### config.mk
export PLATFORM = sky130hd
export DESIGN_NAME = led_level_meter_peak_hold
export DESIGN_NICKNAME = d
export VERILOG_FILES = /design/src/hdl/llm_pkg.sv /design/src/hdl/led_level_meter_peak_hold.sv /design/src/hdl/llm_eval.sv
export SDC_FILE = /design/constraint.sdc
export NUM_CORES = 1
export LEC_CHECK = 0
export BUFFER_PORTS_ARGS = -buffer_cell sky130_fd_sc_hd__buf_2
export CORE_MARGIN = 4
export CORE_UTILIZATION = 53
export DETAILED_ROUTE_END_ITERATION = 6
export MAX_ROUTING_LAYER = met4
export PLACE_DENSITY = 0.78
export SLEW_MARGIN = 30
export SYNTH_ARGS = -nofsm -noshare
export SYNTH_HDL_FRONTEND = slang
export SYNTH_SLANG_ARGS = --single-unit
### constraint.sdc
create_clock -name clk -period 12.05 [get_ports clk]
set_input_delay 1.8075 -clock clk [delete_from_list [all_inputs] [get_ports clk]]
set_output_delay 1.8075 -clock clk [all_outputs]
set_load 0.1 [all_outputs]
### src/hdl/llm_pkg.sv
// ============================================================================
// llm_pkg
// Shared types and constants for the LED level meter with peak hold.
// ============================================================================
`default_nettype none

package llm_pkg;

  localparam int unsigned LEVEL_W = 10;
  localparam int unsigned NUM_LEDS = 8;
  localparam int unsigned TH_W = 40;
  localparam int unsigned FADE_W = 8;
  localparam int unsigned MODE_W = 2;
  localparam int unsigned CFG_IDX_W = 2;

  // display modes
  localparam logic [MODE_W-1:0] MODE_BAR  = 2'd0;
  localparam logic [MODE_W-1:0] MODE_PEAK = 2'd1;
  localparam logic [MODE_W-1:0] MODE_DOT  = 2'd2;
  localparam logic [MODE_W-1:0] MODE_TEST = 2'd3;

  // configuration register indexes
  localparam logic [CFG_IDX_W-1:0] CFG_TH_LOWER   = 2'd0;
  localparam logic [CFG_IDX_W-1:0] CFG_TH_UPPER   = 2'd1;
  localparam logic [CFG_IDX_W-1:0] CFG_CLIP_LEVEL = 2'd2;
  localparam logic [CFG_IDX_W-1:0] CFG_FADE_TIME  = 2'd3;

  // reset values: 19,30,49,79 and 126,201,322,573
  localparam logic [TH_W-1:0]    TH_LOWER_RST   = 40'd84877015059;
  localparam logic [TH_W-1:0]    TH_UPPER_RST   = 40'd615591912574;
  localparam logic [LEVEL_W-1:0] CLIP_LEVEL_RST = 10'd910;
  localparam logic [FADE_W-1:0]  FADE_TIME_RST  = 8'd50;

  localparam logic [NUM_LEDS-1:0] TOP_LED = 8'h80;

  typedef struct packed {
    logic [TH_W-1:0]    th_upper;
    logic [TH_W-1:0]    th_lower;
    logic [LEVEL_W-1:0] clip_level;
    logic [FADE_W-1:0]  fade_time;
  } cfg_t;

  typedef struct packed {
    logic [MODE_W-1:0]   mode;
    logic [NUM_LEDS-1:0] peak;
    logic [FADE_W-1:0]   fade_cnt;
    logic                clip;
  } meter_state_t;

  typedef struct packed {
    logic [NUM_LEDS-1:0] leds;
    logic [MODE_W-1:0]   mode;
    logic                clip;
  } result_t;

endpackage : llm_pkg

`default_nettype wire

### src/hdl/led_level_meter_peak_hold.sv
// ============================================================================
// led_level_meter_peak_hold
// Eight-LED level meter with bar, peak hold, dot and blank test modes, clip
// latch and timed peak decay. One result per sample.
// ============================================================================
//
//  channel  dir  handshake          payload
//  in       in   in_valid/in_stall  in_sample[9:0], in_button_press
//  out      out  out_valid/out_stall out_led_pattern[7:0], out_active_mode[1:0],
//                                   out_clip_flag
//  cfg      in   cfg_wr_en          cfg_index[1:0], cfg_wdata[39:0]
//
//  One sample per cycle sustained while out_stall is low; a transfer passes
//  through the input register, then is evaluated into the result register.
//  Meter state updates as a sample moves into the result register.
//  in_stall rises only when the input register is full and the result
//  register is held by out_stall.
//  Synchronous active-low reset clears mode, peak, fade count, clip and
//  restores the default thresholds, clip level and fade time.
// ============================================================================
`default_nettype none

module led_level_meter_peak_hold
  import llm_pkg::*;
(
  input  wire logic                 clk,
  input  wire logic                 rst_n,
  input  wire logic                 in_valid,
  output logic                      in_stall,
  input  wire logic [LEVEL_W-1:0]   in_sample,
  input  wire logic                 in_button_press,
  output logic                      out_valid,
  input  wire logic                 out_stall,
  output logic [NUM_LEDS-1:0]       out_led_pattern,
  output logic [MODE_W-1:0]         out_active_mode,
  output logic                      out_clip_flag,
  input  wire logic                 cfg_wr_en,
  input  wire logic [CFG_IDX_W-1:0] cfg_index,
  input  wire logic [TH_W-1:0]      cfg_wdata
);

  cfg_t                cfg_r;
  meter_state_t        st_r;
  meter_state_t        st_nxt;
  result_t             res_nxt;
  result_t             res_r;
  logic                s1_valid_r;
  logic [LEVEL_W-1:0]  s1_sample_r;
  logic                s1_press_r;
  logic                out_valid_r;
  logic                out_free;
  logic                advance;
  logic                in_xfer;

  assign out_free = !out_valid_r || !out_stall;
  assign advance  = s1_valid_r && out_free;
  assign in_stall = s1_valid_r && !out_free;
  assign in_xfer  = in_valid && !in_stall;

  always_ff @(posedge clk) begin
    if (!rst_n) begin
      cfg_r.th_lower   <= TH_LOWER_RST;
      cfg_r.th_upper   <= TH_UPPER_RST;
      cfg_r.clip_level <= CLIP_LEVEL_RST;
      cfg_r.fade_time  <= FADE_TIME_RST;
    end else if (cfg_wr_en) begin
      case (cfg_index)
        CFG_TH_LOWER:   cfg_r.th_lower   <= cfg_wdata;
        CFG_TH_UPPER:   cfg_r.th_upper   <= cfg_wdata;
        CFG_CLIP_LEVEL: cfg_r.clip_level <= cfg_wdata[LEVEL_W-1:0];
        CFG_FADE_TIME:  cfg_r.fade_time  <= cfg_wdata[FADE_W-1:0];
        default: ;
      endcase
    end
  end

  // input register
  always_ff @(posedge clk) begin
    if (!rst_n) begin
      s1_valid_r <= 1'b0;
    end else if (in_xfer) begin
      s1_valid_r <= 1'b1;
    end else if (advance) begin
      s1_valid_r <= 1'b0;
    end
  end

  always_ff @(posedge clk) begin
    if (in_xfer) begin
      s1_sample_r <= in_sample;
      s1_press_r  <= in_button_press;
    end
  end

  llm_eval u_eval (
    .cfg    (cfg_r),
    .st     (st_r),
    .sample (s1_sample_r),
    .press  (s1_press_r),
    .st_nxt (st_nxt),
    .res    (res_nxt)
  );

  always_ff @(posedge clk) begin
    if (!rst_n) begin
      st_r        <= '0;
      out_valid_r <= 1'b0;
    end else begin
      if (advance) begin
        st_r        <= st_nxt;
        out_valid_r <= 1'b1;
      end else if (out_free) begin
        out_valid_r <= 1'b0;
      end
    end
  end

  always_ff @(posedge clk) begin
    if (advance) begin
      res_r <= res_nxt;
    end
  end

  assign out_valid       = out_valid_r;
  assign out_led_pattern = res_r.leds;
  assign out_active_mode = res_r.mode;
  assign out_clip_flag   = res_r.clip;

  // clip can only be latched in peak hold mode, and a press then clears it
  a_clip_mode: assert property (@(posedge clk) disable iff (!rst_n)
    st_r.clip |-> st_r.mode == MODE_PEAK)
    else $error("clip latched outside peak hold mode");

  a_clip_peak: assert property (@(posedge clk) disable iff (!rst_n)
    st_r.clip |-> st_r.peak[NUM_LEDS-1])
    else $error("clip latched without top peak LED");

  a_test_blank: assert property (@(posedge clk) disable iff (!rst_n)
    (out_valid_r && res_r.mode == MODE_TEST) |-> res_r.leds == '0)
    else $error("test mode pattern not blank");

  a_state_hold: assert property (@(posedge clk) disable iff (!rst_n)
    !advance |=> $stable(st_r))
    else $error("meter state changed without a sample");

endmodule : led_level_meter_peak_hold

`default_nettype wire

### src/hdl/llm_eval.sv
// ============================================================================
// llm_eval
// Combinational evaluation of one sample: button handling, threshold
// compare, bar/dot pattern, peak hold rise, clip latch and decay.
// ============================================================================
`default_nettype none

module llm_eval
  import llm_pkg::*;
(
  input  wire cfg_t               cfg,
  input  wire meter_state_t       st,
  input  wire logic [LEVEL_W-1:0] sample,
  input  wire logic               press,
  output meter_state_t            st_nxt,
  output result_t                 res
);

  logic [2*TH_W-1:0]   th_all;
  logic [NUM_LEDS-1:0] gt;
  logic [NUM_LEDS-1:0] bar;
  logic [NUM_LEDS-1:0] bar_top;
  logic [NUM_LEDS-1:0] dot;
  meter_state_t        st_b;
  meter_state_t        st_p;

  assign th_all = {cfg.th_upper, cfg.th_lower};

  always_comb begin
    for (int i = 0; i < NUM_LEDS; i++) begin
      gt[i] = sample > th_all[i*LEVEL_W +: LEVEL_W];
    end
    // bar stops at the first threshold not exceeded
    bar[0] = gt[0];
    for (int i = 1; i < NUM_LEDS; i++) begin
      bar[i] = bar[i-1] & gt[i];
    end
    // dot: highest exceeded threshold only
    dot = '0;
    for (int i = 0; i < NUM_LEDS; i++) begin
      if (gt[i]) begin
        dot = '0;
        dot[i] = 1'b1;
      end
    end
  end

  // bar is a contiguous run from bit 0, so this isolates its top LED
  assign bar_top = bar ^ (bar >> 1);

  always_comb begin
    st_b = st;
    if (press) begin
      if (st.clip) begin
        st_b.clip = 1'b0;
        st_b.peak = '0;
      end else begin
        st_b.mode = st.mode + 2'd1;
      end
    end

    st_p = st_b;
    if (st_b.mode == MODE_PEAK) begin
      if (bar != '0 && st_b.peak < bar_top) begin
        st_p.peak     = bar_top;
        st_p.fade_cnt = cfg.fade_time;
      end
      if (bar[NUM_LEDS-1] && sample > cfg.clip_level) begin
        st_p.clip = 1'b1;
      end
      if (st_p.clip) begin
        st_p.peak = st_p.peak | TOP_LED;
      end else if (st_p.fade_cnt != '0) begin
        st_p.fade_cnt = st_p.fade_cnt - 8'd1;
      end else begin
        st_p.peak     = st_p.peak >> 1;
        st_p.fade_cnt = cfg.fade_time;
      end
    end
    st_nxt = st_p;
  end

  always_comb begin
    res.mode = st_p.mode;
    res.clip = st_p.clip;
    case (st_p.mode)
      MODE_BAR:  res.leds = bar;
      MODE_PEAK: res.leds = bar | st_p.peak;
      MODE_DOT:  res.leds = dot;
      MODE_TEST: res.leds = '0;
      default:   res.leds = '0;
    endcase
  end

endmodule : llm_eval

`default_nettype wire

==> flow_summary_export.csv, run 1 <==
group,metric,value,unit
status,status,"finished, final reports clean",
layout,num_antenna_cells,0,
synth,synth_top_area_share,28.0,%
clocking,cts.clk_slew.worst_paths,70,ps
hold_path,whs_endpoint,"st_r[10]$_SDFFE_PN0P_",
critical_path,r2r_cells,20,
sta,fin_crit,6460,ps
critical_path,reg2reg_slack,5590,ps
synth,async_reset_ff_share,0,%
clocking,cts_hold_buf,0,
route,dr.first_iter.drc_count,619,
sta,fin_setup_tns,0,ps
synth,synthFlopType,"dfxtp_1",
synth,synth_common_cells,"211 x nand2_1, 119 x dfxtp_1, 98 x ha_1, 98 x inv_1, 56 x a21boi_0",
sta,timing.hold.ws,461,ps
critical_path,cp.required,12240,ps
critical_path,slowest_delay,660,ps
hold_path,hold_path_startpoint,"st_r[10]$_SDFFE_PN0P_",
route,dr.pass1.iters,6,
synth,synth_area,0.00851,mm²
synth,synth_area_leaders,"dfxtp_1 28%, ha_1 14%, nand2_1 9.3%, edfxtp_1 7.8%, a21boi_0 4.9%",
sta,fmax,155,MHz
critical_path,critPathSlowestCell,"or4_1",
flow_run,cap_violations,0,
layout,multi_input_area,0.00495,mm²
floorplan,rows,46,
pwr,p_per_area,136,mW/mm²
critical_path,crit_arrival,6650,ps
synth,synth_fa_ha_area_share,14.4,%
layout,post-route-util,60.8,%
grt,overflow,0,
sta,worst_pin_slew,935,ps
synth,synth.area.mux_share,2.18,%
synth,yosysTopAreaCell,"dfxtp_1",
place,place_congestion,0.923,
route,vias,7453,
route,ant_nets,0,
clocking,cts_buffers,17,
clocking,clock_latency,430,ps
floorplan,core,0.0158,mm²
route,drt-total-wl,22.0,mm
route,drc,0,
synth,syn_area_per_cell,8.33,µm²
synth,synthXorXnorAreaFrac,0.309,%
grt,grt_max_degree,121,
floorplan,fp.dieW,135,µm
sta,hold_violations,0,
place,dp_hpwl,15.9,mm
floorplan,io_pins,71,
critical_path,critical_path_class,"reg2reg",
synth,syn_nets,1177,
floorplan,initial_core_util,53.7,%
synth,synth_top_family_by_area,"compound AO/OA/AOI/OAI gates",
synth,synth_compound_area_share,21.1,%
critical_path,cp_max_fo,16,
clocking,h-tree-depth,4,
critical_path,cp-end-kind,"flop",
sta,finalCritPeriodShare,53.6,%
grt,antenna_found_initial,0,
synth,synth-simple-area-share,19.9,%
sta,slew_headroom,37.4,%
layout,fin_cells,1302,
hold_path,hold_path_depth,2,
pwr,power.total,1310,µW
critical_path,cp-start-kind,"flop",
synth,synth_cell_type_count,71,
floorplan,die_height,135,µm
layout,drive_above_1_share,11.9,%
clocking,cts_tree,"done",
layout,area_growth,13.1,%
sta,grt_setup_unrepaired,"false",
sta,final_max_slew_viol_count,0,
floorplan,dieArea,0.0181,mm²
clocking,clk_path_buf_depth,2,
place,portBuffers,70,
synth,ys_warn_count,0,
layout,fin_nets,1229,
clocking,post_cts_buffers,0,
grt,grt_pass1_vias,7041,
clocking,ctsRootBufferMaster,"clkbuf_16",
synth,postSynthCellCount,1021,
grt,grt_pass1_wl,35.9,mm
clocking,cts.sinks,141,
clocking,cts_resized,0,
sta,setup_violations,0,
place,placed_cells,1270,
synth,synth_edf_count,22,
synth,synth_seq_cells,141,
critical_path,r2r-end,"out_led_pattern[3]$_DFFE_PP_",
critical_path,cp_cell_sequence,"ha_1 > nand4_1 > a211oi_1 > a2111oi_0 > or4_1 > or3_1 > nand2b_1 > ha_1 > nand2_1 > nor3_1 > a211oi_1 > o211a_1 > nand2_1 > a21oi_1 > ha_1 > nand2_1 > nor3_1 > o221ai_4 > mux2i_1 > a22o_1",
layout,fillerInstances,1364,
pwr,peakVddDrop,0.117,mV
hold_path,holdCritPathClass,"reg2reg",
grt,grt_usage,25.5,%
synth,synth.most_common_cell,"nand2_1",
layout,regArea,0.00304,mm²
synth,seq_area_frac_synth,35.8,%
sta,clock_skew,10.7,ps
critical_path,timing.rr.start,"s1_sample_r[8]$_DFFE_PP_",
route,via_per_inst,5.72,
route,routedWlPerCell,16.9,µm
pwr,p_leak,0.00406,µW
cells by family after synthesis:
logic type,after synthesis
XOR/XNOR,3
buffers and inverters,139
AO/OA/AOI/OAI,253
flip-flops,141
AND/OR/NAND/NOR,372
multiplexers,15
adder cells (fa/ha/maj),98
registers in the layout, indices dropped and copies added (netlist names):
register,cells
cfg_r,98
st_r,19
s1_sample_r,10
out_led_pattern,8
out_active_mode,2
out_clip_flag,1
out_valid,1
s1_press_r,1
s1_valid_r,1
where the power goes:
group	internal (µW)	switching, µW
sequential	501	17.4
combinational	94.4	163
clock	325	210
total	920	390
cells in the final DEF (no fill, tap or decap), drive strengths merged, types with 3 or more instances in the layout:
master,Yosys,routed
a2111oi,3,3
a211oi,15,15
a21boi,58,58
a21o,6,6
a21oi,35,35
a22o,4,4
a31oi,8,8
a32o,3,3
and2,10,10
and3,12,12
and4,4,4
buf,4,74
clkbuf,37,21
clkinv,0,6
dfxtp,119,119
edfxtp,22,22
ha,98,98
inv,98,101
mux2,5,5
mux2i,8,8
nand2,211,211
nand2b,10,10
nand3,18,18
nand4,14,14
nor2,39,39
nor2b,13,13
nor3,17,17
nor3b,3,3
nor4,5,5
o211ai,44,44
o21a,7,7
o21ai,41,41
o221ai,4,4
or2,4,4
or3,6,6
cell type report:
cell class,instances,area share [%]
inverters,98,3.82
clock inverters,11,1.38
flip-flops and latches,141,31.6
well taps,216,2.81
repair buffers,74,3.99
multi-input cells,741,51.5
clock buffers,21,4.90
routing by layer:
| metal | up-vias | GRT usage (%) | share of wire, % |
|---|---|---|---|
| li1 | 3708 | - | - |
| met1 | 3458 | 33.3 | 46 |
| met2 | 248 | 40.1 | 46 |
| met3 | 39 | 4.99 | 5.7 |
| met4 | 0 | 8.37 | 2.0 |
| met5 | - | - | 0 |
stage by stage:
step / setup slack [ps] / instance area, µm²
2_1_floorplan: 5910 / 8510
3_3_place_gp: 5850 / 9000
3_5_place_dp: 5680 / 9010
4_1_cts: 5640 / 9620
5_1_grt: 5180 / 9620
6_report: 5590 / 9620
worst max path at each step:
| stage | start | endpoint | slack, ps |
|---|---|---|---|
| 5_1_grt | s1_sample_r[7]$_DFFE_PP_ | out_led_pattern[3]$_DFFE_PP_ | 5180 |
| 3_3_place_gp | s1_sample_r[8]$_DFFE_PP_ | out_led_pattern[3]$_DFFE_PP_ | 5850 |
| 2_1_floorplan | s1_sample_r[5]$_DFFE_PP_ | out_led_pattern[2]$_DFFE_PP_ | 5910 |
| 6_report | s1_sample_r[8]$_DFFE_PP_ | out_led_pattern[3]$_DFFE_PP_ | 5590 |
| 3_5_place_dp | s1_sample_r[7]$_DFFE_PP_ | out_led_pattern[3]$_DFFE_PP_ | 5680 |
| 4_1_cts | s1_sample_r[7]$_DFFE_PP_ | out_led_pattern[3]$_DFFE_PP_ | 5640 |
critical path: cells and delay by family (launching register included):
kind            cells  cell delay (ps)
flops               1              610
compound gates      7             1690
mux                 1              190
fa+ha+maj           3             1090
simple gates        9             2620
Note: power is estimated with default switching activity, not from simulation.
==> run 2: changes to the inputs <==
--- a/config.mk
+++ b/config.mk
@@ -5,12 +5,13 @@
 export SDC_FILE = /design/constraint.sdc
 export NUM_CORES = 1
 export LEC_CHECK = 0
+export ABC_AREA = 1
 export BUFFER_PORTS_ARGS = -buffer_cell sky130_fd_sc_hd__buf_2
 export CORE_MARGIN = 4
 export CORE_UTILIZATION = 53
 export DETAILED_ROUTE_END_ITERATION = 6
 export MAX_ROUTING_LAYER = met4
-export PLACE_DENSITY = 0.78
+export PLACE_DENSITY = 0.81
 export SLEW_MARGIN = 30
 export SYNTH_ARGS = -nofsm -noshare
 export SYNTH_HDL_FRONTEND = slang
==> constraint.sdc (replaced) <==
create_clock -name clk -period 5.5 [get_ports clk]
set_input_delay 0.825 -clock clk [delete_from_list [all_inputs] [get_ports clk]]
set_output_delay 0.825 -clock clk [all_outputs]
set_load 0.1 [all_outputs]
==> run 2 against run 1 <==
  * Sequential power grew 120%
  * Highest routed layer unchanged
  * Worst setup slack lost 5300 ps
  * Via count grew 3.2%
  * Global-route usage is essentially flat
  * Synthesized cell count grew 7.1%
  * Critical path depth grew 7
==> flow_summary_export.csv, run 2 <==
group,metric,value,unit
layout,layout_common_cells,"198 x nand2_1, 170 x inv_1, 119 x dfxtp_1, 115 x a21oi_1, 97 x ha_1",
layout,area_growth,15.0,%
critical_path,cp-end-kind,"flop",
synth,synth_cell_type_count,41,
floorplan,io_pins,71,
sta,setup_violations,0,
critical_path,r2r-end,"out_led_pattern[6]$_DFFE_PP_",
synth,async_reset_ff_share,0,%
critical_path,timing.rr.start,"s1_sample_r[5]$_DFFE_PP_",
sta,final_max_slew_viol_count,0,
clocking,clk_path_buf_depth,2,
floorplan,die_height,134,µm
pwr,peakVddDrop,0.226,mV
place,dp_hpwl,15.6,mm
grt,antenna_found_initial,0,
layout,drive_above_1_share,15.3,%
floorplan,core,0.0153,mm²
clocking,cts_hold_buf,0,
sta,finalCritPeriodShare,94.0,%
clocking,h-tree-depth,4,
synth,synth_area,0.00835,mm²
grt,grt_max_degree,107,
status,status,"finished, final reports clean",
grt,grt_pass1_wl,35.5,mm
hold_path,hold_path_depth,2,
critical_path,critPathSlowestCell,"a31oi_1",
synth,syn_area_per_cell,7.64,µm²
sta,fmax,193,MHz
hold_path,whs_endpoint,"cfg_r[69]$_SDFFE_PN0P_",
route,drc,0,
clocking,cts_tree,"done",
grt,grt_pass1_vias,7148,
pwr,power.total,3030,µW
synth,yosysTopAreaCell,"dfxtp_1",
place,portBuffers,70,
clocking,clock_latency,440,ps
route,ant_nets,0,
sta,clock_skew,9.61,ps
synth,postSynthCellCount,1093,
hold_path,holdCritPathClass,"reg2reg",
critical_path,r2r_cells,27,
pwr,p_per_area,316,mW/mm²
synth,synthXorXnorAreaFrac,0.210,%
route,dr.first_iter.drc_count,658,
place,place_congestion,0.978,
pwr,seq_power_share,37.5,%
layout,top_register,"cfg_r",
sta,fin_crit,5170,ps
synth,synth-simple-area-share,19.8,%
synth,synthFlopType,"dfxtp_1",
layout,num_antenna_cells,0,
critical_path,slowest_delay,530,ps
clocking,cts.sinks,141,
floorplan,initial_core_util,54.5,%
critical_path,cp_max_fo,18,
synth,syn_nets,1249,
floorplan,dieArea,0.0178,mm²
synth,synth_fa_ha_area_share,14.7,%
pwr,net-switching-power,1040,µW
synth,ys_warn_count,0,
layout,final_common_cell,"nand2_1",
synth,synth_seq_cells,141,
synth,synth_top_family_by_area,"simple AND/OR/NAND/NOR gates",
hold_path,hold_path_startpoint,"cfg_r[69]$_SDFFE_PN0P_",
clocking,ctsRootBufferMaster,"clkbuf_16",
pwr,pwr-share-clk,35.6,%
synth,synth_edf_count,22,
layout,fin_cells,1398,
grt,grt_usage,25.6,%
critical_path,cp.required,5670,ps
clocking,cts_buffers,17,
sta,slew_headroom,41.9,%
sta,worst_pin_slew,869,ps
grt,overflow,0,
layout,fin_nets,1330,
pwr,p_int,2000,µW
critical_path,reg2reg_slack,330,ps
synth,synth_top_area_share,28.5,%
pwr,power_frac_comb,26.9,%
sta,hold_violations,0,
route,routedWlPerCell,15.7,µm
critical_path,cpMostUsedCell,"o21ai_1",
route,via_per_inst,5.50,
synth,synth_compound_area_share,18.8,%
floorplan,fp.dieW,134,µm
pwr,p_leak,0.00460,µW
route,vias,7688,
synth,synth_common_cells,"199 x nand2_1, 170 x inv_1, 119 x dfxtp_1",
flow_run,cap_violations,0,
place,placed_cells,1343,
floorplan,rows,45,
route,drt-total-wl,21.9,mm
synth,synth.most_common_cell,"nand2_1",
layout,largest_register_ffs,98,
critical_path,cp-start-kind,"flop",
synth,synth.area.mux_share,0,%
route,dr.pass1.iters,5,
layout,reg_top3,"cfg_r x98, st_r x19, s1_sample_r x10",
clocking,cts.clk_slew.worst_paths,60,ps
synth,seq_area_frac_synth,36.5,%
synth,synth_area_leaders,"dfxtp_1 29%, ha_1 15%, nand2_1 8.9%, edfxtp_1 7.9%, inv_1 7.6%",
critical_path,crit_arrival,5350,ps
pwr,switching_share,34.2,%
critical_path,critical_path_class,"reg2reg",
run 2: changes by cell type after synthesis, sizes merged, moves of 8 or more:
cell    change
and3       -12
nor2       +20
nand3      +39
o21ai      +58
a21boi     -57
nand2b     -10
inv        +76
and2        -9
mux2i       -8
a21oi      +83
nor2b      -13
a211oi     -11
run 2: worst max-delay path: cells and delay by family, from the launching register on:
family | cells | cell delay, ps
AOI/OAI and AO/OA | 7 | 1280
adders and majority gates | 3 | 840
buffers and inverters | 6 | 800
DFF | 1 | 480
and+or+nand+nor | 11 | 1480
run 2: how the worst max path moves through the flow:
stage / startpoint / cells after the start / end / slack [ps]
2_1_floorplan: s1_sample_r[9]$_DFFE_PP_ / 31 / out_led_pattern[1]$_DFFE_PP_ / 980
3_3_place_gp: s1_sample_r[7]$_DFFE_PP_ / 26 / out_led_pattern[6]$_DFFE_PP_ / 450
3_5_place_dp: s1_sample_r[6]$_DFFE_PP_ / 26 / out_led_pattern[6]$_DFFE_PP_ / 210
4_1_cts: s1_sample_r[6]$_DFFE_PP_ / 26 / out_led_pattern[6]$_DFFE_PP_ / 190
5_1_grt: s1_sample_r[5]$_DFFE_PP_ / 27 / out_led_pattern[6]$_DFFE_PP_ / -70
6_report: s1_sample_r[5]$_DFFE_PP_ / 27 / out_led_pattern[6]$_DFFE_PP_ / 330
run 2: what timing repair did:
item	CTS	global route
setup endpoints to repair	0	24
gates resized for setup	0	5
setup buffers	0	23
endpoints found under the hold margin	0	0
run 2: cell families (layout without fill, tap and decap cells):
| logic type | Yosys count | after routing |
|---|---|---|
| compound gates | 278 | 278 |
| xor+xnor | 2 | 2 |
| fa+ha+maj | 98 | 98 |
| buf+inv | 216 | 310 |
| flops | 141 | 141 |
| simple gates | 358 | 358 |
run 2: routing by layer:
| metal | GRT usage [%] | wire (µm) |
|---|---|---|
| met1 | 33.6 | 9750 |
| met2 | 39.6 | 9990 |
| met3 | 4.76 | 1540 |
| met4 | 9.31 | 654 |
| met5 | - | 0 |
run 2: power by group through the flow:
stage | sequential (µW) | combinational (µW) | clock [µW]
global route | 1140 | 906 | 1120
floorplan | 1210 | 545 | 0
detailed placement | 1170 | 753 | 0
CTS | 1150 | 760 | 1080
finish | 1140 | 815 | 1080
global placement | 1170 | 734 | 0
run 2: stage by stage:
step	util [%]	hold slack, ps	TNS, ps	cell area (µm²)	setup slack, ps
finish	62.7	464	0	9600	328
detailed placement	57.8	453	0	8850	209
CTS	61.4	464	0	9400	192
global route	62.7	483	-108	9600	-71.6
floorplan	-	435	0	8350	980
global placement	57.8	447	0	8850	450
run 2: area by class of cell:
type | count | area (µm²)
clock buffers | 21 | 470
clock inverters | 11 | 81.3
fillers | 1305 | 5720
inverters | 177 | 664
multi-input cells | 736 | 4490
flip-flops and latches | 141 | 3040
well taps | 211 | 264
repair buffers | 101 | 587
==> run 3: changes to the inputs <==
--- a/config.mk
+++ b/config.mk
@@ -11,7 +11,7 @@
 export CORE_UTILIZATION = 53
 export DETAILED_ROUTE_END_ITERATION = 6
 export MAX_ROUTING_LAYER = met4
-export PLACE_DENSITY = 0.81
+export PLACE_DENSITY = 0.78
 export SLEW_MARGIN = 30
 export SYNTH_ARGS = -nofsm -noshare
 export SYNTH_HDL_FRONTEND = slang
==> constraint.sdc (replaced) <==
create_clock -name clk -period 5.6 [get_ports clk]
set_input_delay 0.84 -clock clk [delete_from_list [all_inputs] [get_ports clk]]
set_output_delay 0.84 -clock clk [all_outputs]
set_load 0.1 [all_outputs]
==> run 3 against run 2 <==
  * Design area is 0.69% lower
  * Final cell count is 1.0% lower
  * Register-to-register slack better by 60 ps
  * Die area stayed put
  * First-iteration DRC count is 40% higher
  * Highest routed layer unchanged
  * Non-clock buffer count is 14 lower
  * Clock skew is 2.6 ps lower
==> flow_summary_export.csv, run 3 (synthesized netlist as in run 2, its figures left out) <==
group,metric,value,unit
status,status,"finished, final reports clean",
sta,fmax,192,MHz
sta,slew_headroom,36.4,%
floorplan,die_height,134,µm
sta,fin_crit,5210,ps
sta,final_max_slew_viol_count,0,
route,drc,0,
critical_path,cp-start-kind,"flop",
grt,grt_pass1_vias,6954,
pwr,p_leak,0.00456,µW
grt,overflow,0,
critical_path,critical_path_class,"reg2reg",
layout,top_register,"cfg_r",
place,dp_hpwl,15.7,mm
clocking,ctsRootBufferMaster,"clkbuf_16",
layout,final_common_cell,"nand2_1",
flow_run,cap_violations,0,
floorplan,initial_core_util,54.5,%
layout,fillerInstances,1384,
clocking,h-tree-depth,4,
layout,area_growth,14.2,%
route,vias,7614,
place,place_congestion,0.960,
layout,num_antenna_cells,0,
floorplan,core,0.0153,mm²
floorplan,io_pins,71,
clocking,cts_buffers,17,
place,place_area,0.00884,mm²
critical_path,cp-end-kind,"flop",
pwr,peakVddDrop,0.234,mV
layout,final_cell_area,0.00953,mm²
route,routedWlPerCell,15.8,µm
grt,grt_usage,25.1,%
grt,use_met1,33.7,%
hold_path,holdCritPathClass,"reg2reg",
sta,clock_skew,7.05,ps
critical_path,crit_start,"s1_sample_r[6]$_DFFE_PP_",
route,ant_nets,0,
pwr,power.total,3050,µW
clocking,cts_tree,"done",
critical_path,cp.required,5760,ps
clocking,clock_latency,430,ps
grt,gr-usage-met2,38.2,%
clocking,cts_hold_buf,0,
critical_path,timing.rr.start,"s1_sample_r[6]$_DFFE_PP_",
clocking,cts.sinks,141,
place,portBuffers,70,
hold_path,hold_path_startpoint,"cfg_r[57]$_SDFFE_PN0P_",
route,via_per_inst,5.50,
critical_path,crit_arrival,5370,ps
critical_path,cp_max_fo,25,
floorplan,rows,45,
layout,fin_nets,1316,
layout,reg_top3,"cfg_r x98, st_r x19, s1_sample_r x10",
sta,finalCritPeriodShare,93.0,%
grt,grt_busiest_layer,"met2",
grt,antenna_found_initial,0,
layout,layout_common_cells,"199 x nand2_1, 170 x inv_1, 119 x dfxtp_1, 115 x a21oi_1, 98 x ha_1",
clocking,clk_path_buf_depth,2,
critical_path,slowest_delay,580,ps
layout,largest_register_ffs,98,
grt,grt_max_degree,64,
route,dr.first_iter.drc_count,918,
pwr,p_per_area,320,mW/mm²
grt,use_met3,4.04,%
grt,grt_pass1_wl,34.7,mm
route,dr.pass1.iters,5,
sta,setup_violations,0,
sta,worst_pin_slew,951,ps
floorplan,fp.dieW,134,µm
floorplan,dieArea,0.0178,mm²
clocking,cts.clk_slew.worst_paths,60,ps
critical_path,critPathSlowestCell,"edfxtp_1",
sta,hold_violations,0,
layout,drive_above_1_share,13.9,%
route,drt-total-wl,21.8,mm
## run 3: cell types whose count changed in the layout (fill, tap and decap cells not counted), moves of 2 or more
cell        change
buf_4          -13
bufinv_16       +2
clkinvlp_4      -2
inv_6           -2
nor2_1          +2
nor2_2          -2
## run 3: final cells by class
cell class                      count  area, µm²  area share [%]
Clock buffer                       23        499            5.24
Clock inverter                      9        105            1.10
Inverter                          177        664            6.97
Multi-Input combinational cell    736       4480            47.0
Sequential cell                   141       3040            31.9
Tap cell                          211        264            2.77
Timing Repair Buffer               87        478            5.02
## run 3: path summary, 6_finish.rpt
kind | cells after the start | slack [ps] | endpoint
hold reg to reg | 2 | 460 | cfg_r[57]$_SDFFE_PN0P_
hold / removal | 2 | 460 | cfg_r[57]$_SDFFE_PN0P_
setup reg to reg | 26 | 390 | out_led_pattern[2]$_DFFE_PP_
setup / recovery | 26 | 390 | out_led_pattern[2]$_DFFE_PP_
## run 3: timing repair
item | CTS | global route
endpoints found under the setup margin | 0 | 24
gates resized for setup | 0 | 2
setup buffers | 0 | 10
## run 3: routing by layer
metal / routed length [µm] / vias up
li1: - / 3794
met1: 9920 / 3501
met2: 9830 / 270
met3: 1410 / 49
met4: 641 / 0
met5: 0 / -
## run 3: where the power goes
part	total, µW	internal, µW	switching, µW
clock network	1160	717	441
logic	771	245	526
registers	1120	1090	27.1
## run 3: worst max-delay path, delay by kind of cell, from the launching register on
kind | cells | cell delay, ps
AND/OR/NAND/NOR | 14 | 2010
AO/OA/AOI/OAI | 6 | 1050
adder cells (fa/ha/maj) | 3 | 960
flip-flops | 1 | 580
buffers and inverters | 3 | 340
## run 3: through the flow
stage / setup WS [ps] / util (%) / setup TNS [ps] / hold slack [ps] / cells
2_1_floorplan: 1080 / - / 0 / 435 / 1093
3_3_place_gp: 401 / 57.8 / 0 / 452 / 1342
3_5_place_dp: 213 / 57.8 / 0 / 458 / 1342
4_1_cts: 156 / 61.7 / 0 / 466 / 1374
5_1_grt: -4.15 / 62.2 / -4.15 / 481 / 1384
6_report: 391 / 62.2 / 0 / 464 / 1384
